`config.mk`:
```
export PLATFORM = sky130hd
export DESIGN_NAME = mcod_front
export DESIGN_NICKNAME = d
export VERILOG_FILES = /design/src/rtl/core/mcod_pkg.sv /design/src/rtl/core/mcod_front.sv
export SDC_FILE = /design/constraint.sdc
export NUM_CORES = 1
export LEC_CHECK = 0
export ABC_AREA = 1
export BUFFER_PORTS_ARGS = -buffer_cell sky130_fd_sc_hd__buf_2
export CAP_MARGIN = 20
export CORE_ASPECT_RATIO = 1.25
export CORE_MARGIN = 2
export CORE_UTILIZATION = 45
export DETAILED_ROUTE_END_ITERATION = 8
export HOLD_SLACK_MARGIN = 0.1
export PLACE_DENSITY = 0.83
export SLEW_MARGIN = 20
export SYNTH_ARGS = -nofsm -noshare
export SYNTH_HDL_FRONTEND = slang
export SYNTH_SLANG_ARGS = --single-unit
```
`constraint.sdc`:
```
create_clock -name i_clk -period 1.65 [get_ports i_clk]
set_clock_uncertainty 0.2 [all_clocks]
set_input_delay 0 -clock i_clk [delete_from_list [all_inputs] [get_ports i_clk]]
set_output_delay 0 -clock i_clk [all_outputs]
set_load 0.005 [all_outputs]
```
`src/rtl/core/mcod_pkg.sv`:
```
// package for the matrix chain order unit: payload words, queue word, back-end states
// depends on nothing
`timescale 1ns / 1ps

package mcod_pkg;

    localparam int DIMENSION_W = 12;
    localparam int INDEX_W     = 4;
    localparam int SPLIT_W     = 3;
    localparam int COST_W      = 48;
    localparam int QUEUE_DEPTH = 2;

    typedef struct packed {
        logic [DIMENSION_W-1:0] dimension;
        logic                   last_dim;
    } t_in_word;

    typedef struct packed {
        logic [INDEX_W-1:0] first_index;
        logic [INDEX_W-1:0] last_index;
        logic [SPLIT_W-1:0] best_split;
        logic [COST_W-1:0]  min_cost;
        logic               saturated;
        logic               too_many;
        logic               last_result;
    } t_out_word;

    // head of the queue as seen by the back end
    typedef struct packed {
        logic     valid;
        t_in_word word;
    } t_queue_head;

    typedef enum logic [2:0] {
        ST_LOAD,
        ST_SHORT,
        ST_PAIR_DI,
        ST_PAIR_DJ,
        ST_SPLIT,
        ST_DRAIN,
        ST_FINISH
    } t_back_state;

endpackage

```
`src/rtl/core/mcod_front.sv`:
```
// front end: accepts dimension words and queues them for the back end
// depends on mcod_pkg
`timescale 1ns / 1ps

module mcod_front
    import mcod_pkg::*;
(
    input  logic        i_clk,
    input  logic        i_rst_n,
    input  logic        i_start,
    input  t_in_word    i_item,
    output logic        o_busy,
    output t_queue_head o_head,
    input  logic        i_pop
);

    localparam int PW = (QUEUE_DEPTH > 1) ? $clog2(QUEUE_DEPTH) : 1;
    localparam int CW = $clog2(QUEUE_DEPTH + 1);

    t_in_word      r_q [QUEUE_DEPTH];
    logic [PW-1:0] r_wptr;
    logic [PW-1:0] r_rptr;
    logic [CW-1:0] r_cnt;
    logic          push;
    logic          pop;

    assign o_busy = (r_cnt == CW'(QUEUE_DEPTH));
    assign push   = i_start && !o_busy;
    assign pop    = i_pop && (r_cnt != '0);

    assign o_head.valid = (r_cnt != '0);
    assign o_head.word  = r_q[r_rptr];

    always_ff @(posedge i_clk) begin
        if (push) begin
            r_q[r_wptr] <= i_item;
        end
    end

    always_ff @(posedge i_clk) begin
        if (!i_rst_n) begin
            r_wptr <= '0;
            r_rptr <= '0;
            r_cnt  <= '0;
        end else begin
            if (push) begin
                r_wptr <= (r_wptr == PW'(QUEUE_DEPTH - 1)) ? '0 : r_wptr + 1'b1;
            end
            if (pop) begin
                r_rptr <= (r_rptr == PW'(QUEUE_DEPTH - 1)) ? '0 : r_rptr + 1'b1;
            end
            r_cnt <= r_cnt + CW'(push) - CW'(pop);
        end
    end

endmodule

```
==> results of run 1 <==
cell usage after synthesis:
master	instances
a21oi_1	2
buf_6	1
dfxtp_1	5
edfxtp_1	26
ha_1	2
inv_1	9
mux2_2	3
mux2_4	10
nand2_1	9
nand3_1	3
nor2_1	8
critical path, delay by kind of cell (launching register included):
| family | cells | cell delay, ns |
|---|---|---|
| simple gates | 4 | 0.28 |
| flops | 1 | 0.37 |
| fa+ha+maj | 2 | 0.44 |
| buf+inv | 2 | 0.09 |
| compound gates | 1 | 0.12 |
state kept, by name (all words and copies together), names as in the netlist, named ones only:
signal / flops
r_wptr: 1
r_q: 26
r_rptr: 1
r_cnt: 2
logic make-up (layout without fill, tap and decap cells):
kind of cell | after synthesis | after routing | share of synthesized area
flip-flops | 31 | 31 | 0.720
AND/OR/NAND/NOR | 20 | 20 | 0.0644
multiplexers | 13 | 13 | 0.150
buffers and inverters | 10 | 73 | 0.0368
adder cells (fa/ha/maj) | 2 | 2 | 0.0204
AO/OA/AOI/OAI | 2 | 2 | 0.00818
layout make-up:
class | instances | area (µm²) | area share
tap | 34 | 42.5 | 0.0233
clock buffer | 8 | 68.8 | 0.0377
sequential | 31 | 890 | 0.487
multi-input combinational | 37 | 377 | 0.206
inverter | 9 | 36.3 | 0.0199
timing repair buffer | 56 | 412 | 0.225
timing repair:
item                                   4_1_cts  5_1_grt
setup buffers                                2        2
pin swaps                                    7        9
hold buffers                                16        0
setup endpoints to repair                    2        2
endpoints found under the hold margin       57        0
gates resized for setup                     19        8
per-layer routing:
| metal | wire, µm | up-vias | track usage |
|---|---|---|---|
| met1 | 769 | 368 | 0.160 |
| met2 | 1290 | 31 | 0.301 |
| met4 | 77 | 0 | 0.0980 |
| li1 | - | 396 | - |
| met5 | 0 | - | 0 |
| met3 | 124 | 8 | 0.0577 |
per-stage QoR:
stage                     hold WS [ns]   util  area, µm²  power (µW)  worst slack, ns
after floorplan                 -0.107      -       1230        1490           0.0272
after global placement         -0.0101  0.561       1480        1730           0.0506
after detailed placement      -0.00723  0.561       1480        1790           -0.102
after CTS                        0.193  0.680       1790        2460          0.00363
after global routing             0.193  0.695       1830        2720          -0.0256
final                            0.201  0.695       1830        2560           0.0405
worst paths after layout:
kind / cells after the start / startpoint / endpoint / slack, ns
setup / recovery: 9 / r_cnt[0]$_SDFF_PN0_ / r_cnt[1]$_SDFF_PN0_ / 0.04
hold / removal: 2 / i_item[0] / r_q[0][0]$_DFFE_PP_ / 0.20
hold reg to reg: 2 / r_rptr$_SDFFE_PN0P_ / flip-flop / 0.31
setup reg to reg: 9 / r_cnt[0]$_SDFF_PN0_ / r_cnt[1]$_SDFF_PN0_ / 0.04
power breakdown:
part	switching, µW	internal [µW]	leakage [µW]
Sequential	80.1	1020	0.000286
Clock	224	250	0.0000386
Combinational	440	550	0.000450
Total	744	1820	0.000775
==> flow_metrics.tcl, run 1 <==
set metrics [dict create \
    drv_slew 0 \
    syn_nets 97 \
    wl_per_cell_um 12.9 \
    drtIter0Drc 4 \
    std_cell_rows 21 \
    grt_pass1_vias 877 \
    yosysSeqAreaShare 0.720 \
    setup_viol 0 \
    routed_wl_um 2260 \
    crit_fanout 3 \
    max_cap_viol_count 0 \
    worstPathCellList "nor2_4 > nor2_4 > ha_4 > inv_4 > ha_4 > inv_2 > nand2_2 > a21oi_2 > nor2_1" \
    synth_top_cell_area_share 0.638 \
    antennaDiodeCount 0 \
    ys_types 11 \
    cts_tree "yes" \
    yosysWarnings 0 \
    ant_nets 0 \
    tns_ns 0 \
    n_fill_cell 194 \
    avgSynthCellArea_um2 15.7 \
    power_leakage_uw 0.000775 \
    hp-class "in2reg" \
    clk_pin_slew_ns 0.09 \
    drt_pass1_iterations 3 \
    drive_above_1_share 0.553 \
    endpoint_kind "flip-flop" \
    tightestPinTransition_ns 0.151 \
    cts_buffer_depth 2 \
    start_kind "flip-flop" \
    post-route-period-util 0.975 \
    status "completed" \
    synthToLayoutAreaGrowth_pct 49.2 \
    grt_pass1_wl_um 3780 \
    synthCells 78 \
    hpwl_um 1440 \
    synth_seq_cells 31 \
    fmax_mhz 621 \
    port-buffer-count 31 \
    fin_cells 175 \
    final_common_cell "buf_2" \
    drc_errors 0 \
    gp_congestion 0.680 \
    cts_root_buf "clkbuf_4" \
    grt_overflow 0 \
    rsz0062_at_grt "yes" \
    nets 159 \
    initial_core_util 0.466 \
    place_inst 147 \
    vias_per_cell 4.59 \
    htree_num_levels 2 \
    die_area_mm2 0.00315 \
    cp.arrival_ns 1.63 \
    synth_top_area_cell "edfxtp_1" \
    crit_path_max_incr_delay_ns 0.37 \
    chipWidth_um 50.6 \
    vias 803 \
    timing.slew.headroom 0.899 \
    ys_top_cells_by_area "edfxtp_1, mux2_4, dfxtp_1" \
    io_pins 32 \
    hold_viol_final 0 \
    dieHeight_um 62.3 \
    core_area_mm2 0.00263 \
    antenna_found_initial 0 \
    slowest_stage "dfxtp_4" \
    final_cell_mix "buf_2, edfxtp_1, dlygate4sd3_1, mux2_4" \
    grt_usage 0.168 \
    required_ns 1.67 \
    ir_drop_v 0.00103 \
    grt_max_degree 14 \
    clk_latency_ns 0.32 \
    period_needed_ns 1.61 \
    synth_area_mm2 0.00122 \
    cts_sinks 31 \
    p_per_area_mw_per_mm2 1400 \
    crit_type "reg2reg" \
    cts_buffers 5 \
]
(Power assumes the default switching activity.)
==> run 2: changes to the inputs <==
--- a/config.mk
+++ b/config.mk
@@ -10,10 +10,11 @@
 export CAP_MARGIN = 20
 export CORE_ASPECT_RATIO = 1.25
 export CORE_MARGIN = 2
-export CORE_UTILIZATION = 45
+export CORE_UTILIZATION = 48
+export CTS_BUF_LIST = sky130_fd_sc_hd__clkbuf_4 sky130_fd_sc_hd__clkbuf_8
 export DETAILED_ROUTE_END_ITERATION = 8
 export HOLD_SLACK_MARGIN = 0.1
-export PLACE_DENSITY = 0.83
+export PLACE_DENSITY = 0.88
 export SLEW_MARGIN = 20
 export SYNTH_ARGS = -nofsm -noshare
 export SYNTH_HDL_FRONTEND = slang
==> run 2 against run 1 <==
  * Worst hold slack worse by 0.023 ns
  * Register-to-register slack worse by 0.02 ns
  * Flip-flop and latch count did not move
  * Power fell by 8.2%
  * Count of clock-buffer cells in the layout is the same
  * Critical endpoint unchanged
  * Largest cell class unchanged
  * Highest routed layer unchanged
==> flow_metrics.tcl, run 2 (synthesized netlist as in run 1, its figures left out) <==
set metrics [dict create \
    setup_viol 0 \
    r2r_start "r_cnt[0]$_SDFF_PN0_" \
    multi_input_area_um2 354 \
    cp.arrival_ns 1.66 \
    max_cap_viol_count 0 \
    final_cell_mix "buf_2, edfxtp_1, dlygate4sd3_1, mux2_4, clkbuf_4" \
    core_area_mm2 0.00243 \
    dieHeight_um 60.5 \
    top_regs "r_q (26), r_cnt (2)" \
    drc_errors 0 \
    largest_reg_flops 26 \
    antennaDiodeCount 0 \
    io_pins 32 \
    busiest_layer "met2" \
    min_from "i_item[9]" \
    routed_wl_um 2070 \
    grt_util_met3 0.0567 \
    ant_nets 0 \
    fin_util 0.722 \
    clk_latency_ns 0.33 \
    cts_sinks 31 \
    grt_pass1_vias 789 \
    gp_congestion 0.668 \
    grt_overflow 0 \
    wl_per_cell_um 12.2 \
    fin_ws_ns 0.0184 \
    pre_cts_ws_ns -0.0484 \
    std_cell_rows 20 \
    cts_buffers 5 \
    grtUsageMet1 0.122 \
    required_ns 1.68 \
    drv_slew 0 \
    period_needed_ns 1.63 \
    initial_core_util 0.504 \
    vias_per_cell 4.65 \
    finalPower_uw 2350 \
    nets 155 \
    status "completed" \
    die_area_mm2 0.00297 \
    cts_buffer_depth 2 \
    tightestPinTransition_ns 0.222 \
    rsz0062_at_grt "yes" \
    n_fill_cell 184 \
    drt_pass1_iterations 4 \
    htree_num_levels 2 \
    crit_fanout 3 \
    top_register "r_q" \
    final_area_mm2 0.00175 \
    grt_max_degree 14 \
    chipWidth_um 49.2 \
    grt_pass1_wl_um 3060 \
    cts_tree "yes" \
    final_common_cell "buf_2" \
    post-route-period-util 0.989 \
    antenna_found_initial 0 \
    critical_path.startpoint "r_cnt[0]$_SDFF_PN0_" \
    grt_usage 0.150 \
    placedInstanceArea_mm2 0.00147 \
    power_leakage_uw 0.000741 \
    start_kind "flip-flop" \
    ir_drop_v 0.000959 \
    hpwl_um 1310 \
    cts_root_buf "clkbuf_4" \
    vias 791 \
    port-buffer-count 31 \
    regArea_um2 886 \
    crit_type "reg2reg" \
    drive_above_1_share 0.533 \
    use_met2 0.280 \
    clk_pin_slew_ns 0.09 \
    drtIter0Drc 21 \
    p_per_area_mw_per_mm2 1340 \
    synthToLayoutAreaGrowth_pct 43.3 \
    timing.slew.headroom 0.852 \
    fmax_mhz 613 \
    endpoint_kind "flip-flop" \
    hp-class "in2reg" \
    hold_viol_final 0 \
]
run 2: layout make-up:
cell class              instances  share of cell area
inverters                       9              0.0193
multi-input cells              37               0.202
clock buffers                   8              0.0343
flip-flops and latches         31               0.505
repair buffers                 52               0.216
well taps                      33              0.0236
run 2: timing repair:
action / 4_1_cts / 5_1_grt
gates cloned: 0 / 0
endpoints found under the setup margin: 1 / 1
hold endpoints to repair: 57 / 0
pin swaps: 0 / 6
resized for setup: 3 / 15
hold buffers: 16 / 0
buffers inserted: 0 / 1
run 2: layer usage:
layer / part of all wire / vias up
met5: 0 / -
met4: 0.028 / 0
met3: 0.061 / 5
met2: 0.55 / 30
met1: 0.36 / 367
li1: - / 389
run 2: worst paths after layout:
check	to	slack (ns)	depth (start not counted)
min reg2reg	r_rptr$_SDFFE_PN0P_	0.32	2
max	r_cnt[1]$_SDFF_PN0_	0.02	10
max reg2reg	r_cnt[1]$_SDFF_PN0_	0.02	10
min	r_q[1][9]$_DFFE_PP_	0.18	2
run 2: power by group:
part | leakage [µW] | switching [µW] | total (µW) | internal (µW)
Clock | 0.0000368 | 234 | 453 | 219
Combinational | 0.000419 | 383 | 829 | 446
Sequential | 0.000285 | 59.8 | 1070 | 1010
run 2: per-stage QoR:
| step | hold slack, ns | setup TNS, ns | cells |
|---|---|---|---|
| floorplan | -0.107 | 0 | 78 |
| global placement | -0.0108 | 0 | 145 |
| detailed placement | -0.00888 | -0.0484 | 145 |
| CTS | 0.180 | 0 | 169 |
| global route | 0.158 | -0.0706 | 170 |
| finish | 0.178 | 0 | 170 |
run 2: worst max-delay path: stages, from the launching register on:
cell     delay (ns)
dfxtp_4        0.38
inv_2          0.04
nand2_2        0.09
nand2_4        0.07
ha_4           0.25
inv_2          0.03
ha_4           0.15
nand2_2        0.09
nand3_2        0.09
nand2_2        0.08
nor2_1         0.05
==> run 3: changes to the inputs <==
--- a/config.mk
+++ b/config.mk
@@ -10,12 +10,13 @@
 export CAP_MARGIN = 20
 export CORE_ASPECT_RATIO = 1.25
 export CORE_MARGIN = 2
-export CORE_UTILIZATION = 48
+export CORE_UTILIZATION = 40
 export CTS_BUF_LIST = sky130_fd_sc_hd__clkbuf_4 sky130_fd_sc_hd__clkbuf_8
 export DETAILED_ROUTE_END_ITERATION = 8
 export HOLD_SLACK_MARGIN = 0.1
-export PLACE_DENSITY = 0.88
+export PLACE_DENSITY = 0.77
 export SLEW_MARGIN = 20
 export SYNTH_ARGS = -nofsm -noshare
 export SYNTH_HDL_FRONTEND = slang
 export SYNTH_SLANG_ARGS = --single-unit
+export TNS_END_PERCENT = 100
==> run 3 against run 2 <==
  * Core utilization shrank 12 points
  * Highest routed layer unchanged
  * Non-clock buffer count grew 1
  * First-iteration DRC count shrank 19%
==> flow_metrics.tcl, run 3 (synthesized netlist as in run 1, its figures left out) <==
set metrics [dict create \
    cts_root_buf "clkbuf_4" \
    core_area_mm2 0.00292 \
    cp.arrival_ns 1.70 \
    crit_type "reg2reg" \
    multi_input_area_um2 339 \
    routed_wl_um 2140 \
    vias 804 \
    tns_ns 0 \
    top_regs "r_q (26), r_cnt (2)" \
    cts_tree "yes" \
    p_int_uw 1700 \
    drt_pass1_iterations 4 \
    crit_fanout 3 \
    p_per_area_mw_per_mm2 1340 \
    clk_pin_slew_ns 0.09 \
    nets 156 \
    status "completed" \
    drv_slew 0 \
    max_cap_viol_count 0 \
    power_leakage_uw 0.000745 \
    synthToLayoutAreaGrowth_pct 44.4 \
    p_switching_uw 676 \
    hold_viol_final 0 \
    gp_congestion 0.688 \
    start_kind "flip-flop" \
    placedInstanceArea_mm2 0.00149 \
    cts_buffer_depth 2 \
    n_fill_cell 250 \
    fin_util 0.605 \
    comb_power_share 0.349 \
    hp-class "in2reg" \
    ant_nets 0 \
    tightestPinTransition_ns 0.200 \
    post-route-period-util 0.992 \
    dieHeight_um 65.8 \
    fin_hold_ws_ns 0.194 \
    largest_reg_flops 26 \
    p_seq_frac 0.459 \
    endpoint_kind "flip-flop" \
    setup_viol 0 \
    place_inst 149 \
    grt_pass1_wl_um 3130 \
    wl_per_cell_um 12.3 \
    final_common_cell "buf_2" \
    antennaDiodeCount 0 \
    timing.slew.headroom 0.866 \
    chipWidth_um 53.5 \
    io_pins 32 \
    std_cell_rows 22 \
    grt_usage 0.134 \
    grt_pass1_vias 830 \
    cts_buffers 5 \
    antenna_found_initial 0 \
    drive_above_1_share 0.522 \
    grt_overflow 0 \
    hpwl_um 1480 \
    clk_latency_ns 0.33 \
    initial_core_util 0.419 \
    top_register "r_q" \
    regArea_um2 887 \
    final_area_mm2 0.00177 \
    ir_drop_v 0.000988 \
    required_ns 1.72 \
    period_needed_ns 1.64 \
    port-buffer-count 31 \
    swShare 0.285 \
    clkPwrFrac 0.193 \
    final_cell_mix "buf_2, edfxtp_1, dlygate4sd3_1, mux2_4" \
    fmax_mhz 611 \
    grt_max_degree 11 \
    vias_per_cell 4.62 \
    drc_errors 0 \
    die_area_mm2 0.00352 \
    drtIter0Drc 17 \
    fin_cells 174 \
    cts_sinks 31 \
    htree_num_levels 2 \
]
-- run 3: cell types whose count changed in the layout (fill, tap and decap cells not counted), sizes merged --
cell,before,now
clkbuf,8,7
buf,36,37
clkinv,0,1
-- run 3: metrics by stage --
stage | setup slack, ns | total power [µW]
finish | 0.0127 | 2370
global route | -0.0379 | 2530
CTS | 0.00553 | 2300
detailed placement | -0.0760 | 1800
global placement | 0.0553 | 1760
floorplan | 0.0272 | 1490
-- run 3: per-layer routing --
layer / vias to the layer above / global-route usage / wire length [µm]
met5: - / 0 / 0
met4: 0 / 0.103 / 71
met3: 8 / 0.0543 / 133
met2: 29 / 0.248 / 1180
met1: 375 / 0.102 / 752
li1: 392 / - / -
-- run 3: final cells by class --
cell class / count / share of cell area
flip-flops and latches: 31 / 0.502
repair buffers: 53 / 0.225
multi-input cells: 37 / 0.192
clock buffers: 7 / 0.0333
well taps: 36 / 0.0255
inverters: 9 / 0.0191
clock inverters: 1 / 0.00283
-- run 3: path summary, 6_finish.rpt --
check / startpoint / to / slack, ns / depth (start not counted)
worst max-delay path: r_cnt[0]$_SDFF_PN0_ / r_cnt[1]$_SDFF_PN0_ / 0.01 / 11
worst min-delay path: i_item[11] / r_q[1][11]$_DFFE_PP_ / 0.19 / 2
worst max register to register: r_cnt[0]$_SDFF_PN0_ / r_cnt[1]$_SDFF_PN0_ / 0.01 / 11
worst min register to register: r_rptr$_SDFFE_PN0P_ / r_rptr$_SDFFE_PN0P_ / 0.31 / 2
-- run 3: repair_timing --
| action | 4_1_cts | 5_1_grt |
|---|---|---|
| pin swaps | 1 | 4 |
| hold buffers | 16 | 0 |
| gates resized for setup | 4 | 11 |
| hold endpoints to repair | 47 | 0 |
| buffers inserted | 0 | 1 |
| setup endpoints to repair | 1 | 10 |
-- run 3: power groups by stage --
stage / combinational (µW) / clock (µW) / sequential (µW)
floorplan: 427 / 0 / 1060
global placement: 688 / 0 / 1070
detailed placement: 715 / 0 / 1080
CTS: 758 / 476 / 1070
global route: 904 / 525 / 1100
finish: 827 / 457 / 1090
-- run 3: critical path: stages (launching register included) --
cell	delay, ns
dfxtp_4	0.38
inv_2	0.04
nand2_2	0.08
nand2_2	0.08
ha_4	0.26
inv_2	0.03
ha_4	0.15
inv_2	0.05
nand2_2	0.06
nand3_1	0.08
nand2_1	0.06
nor2_1	0.10
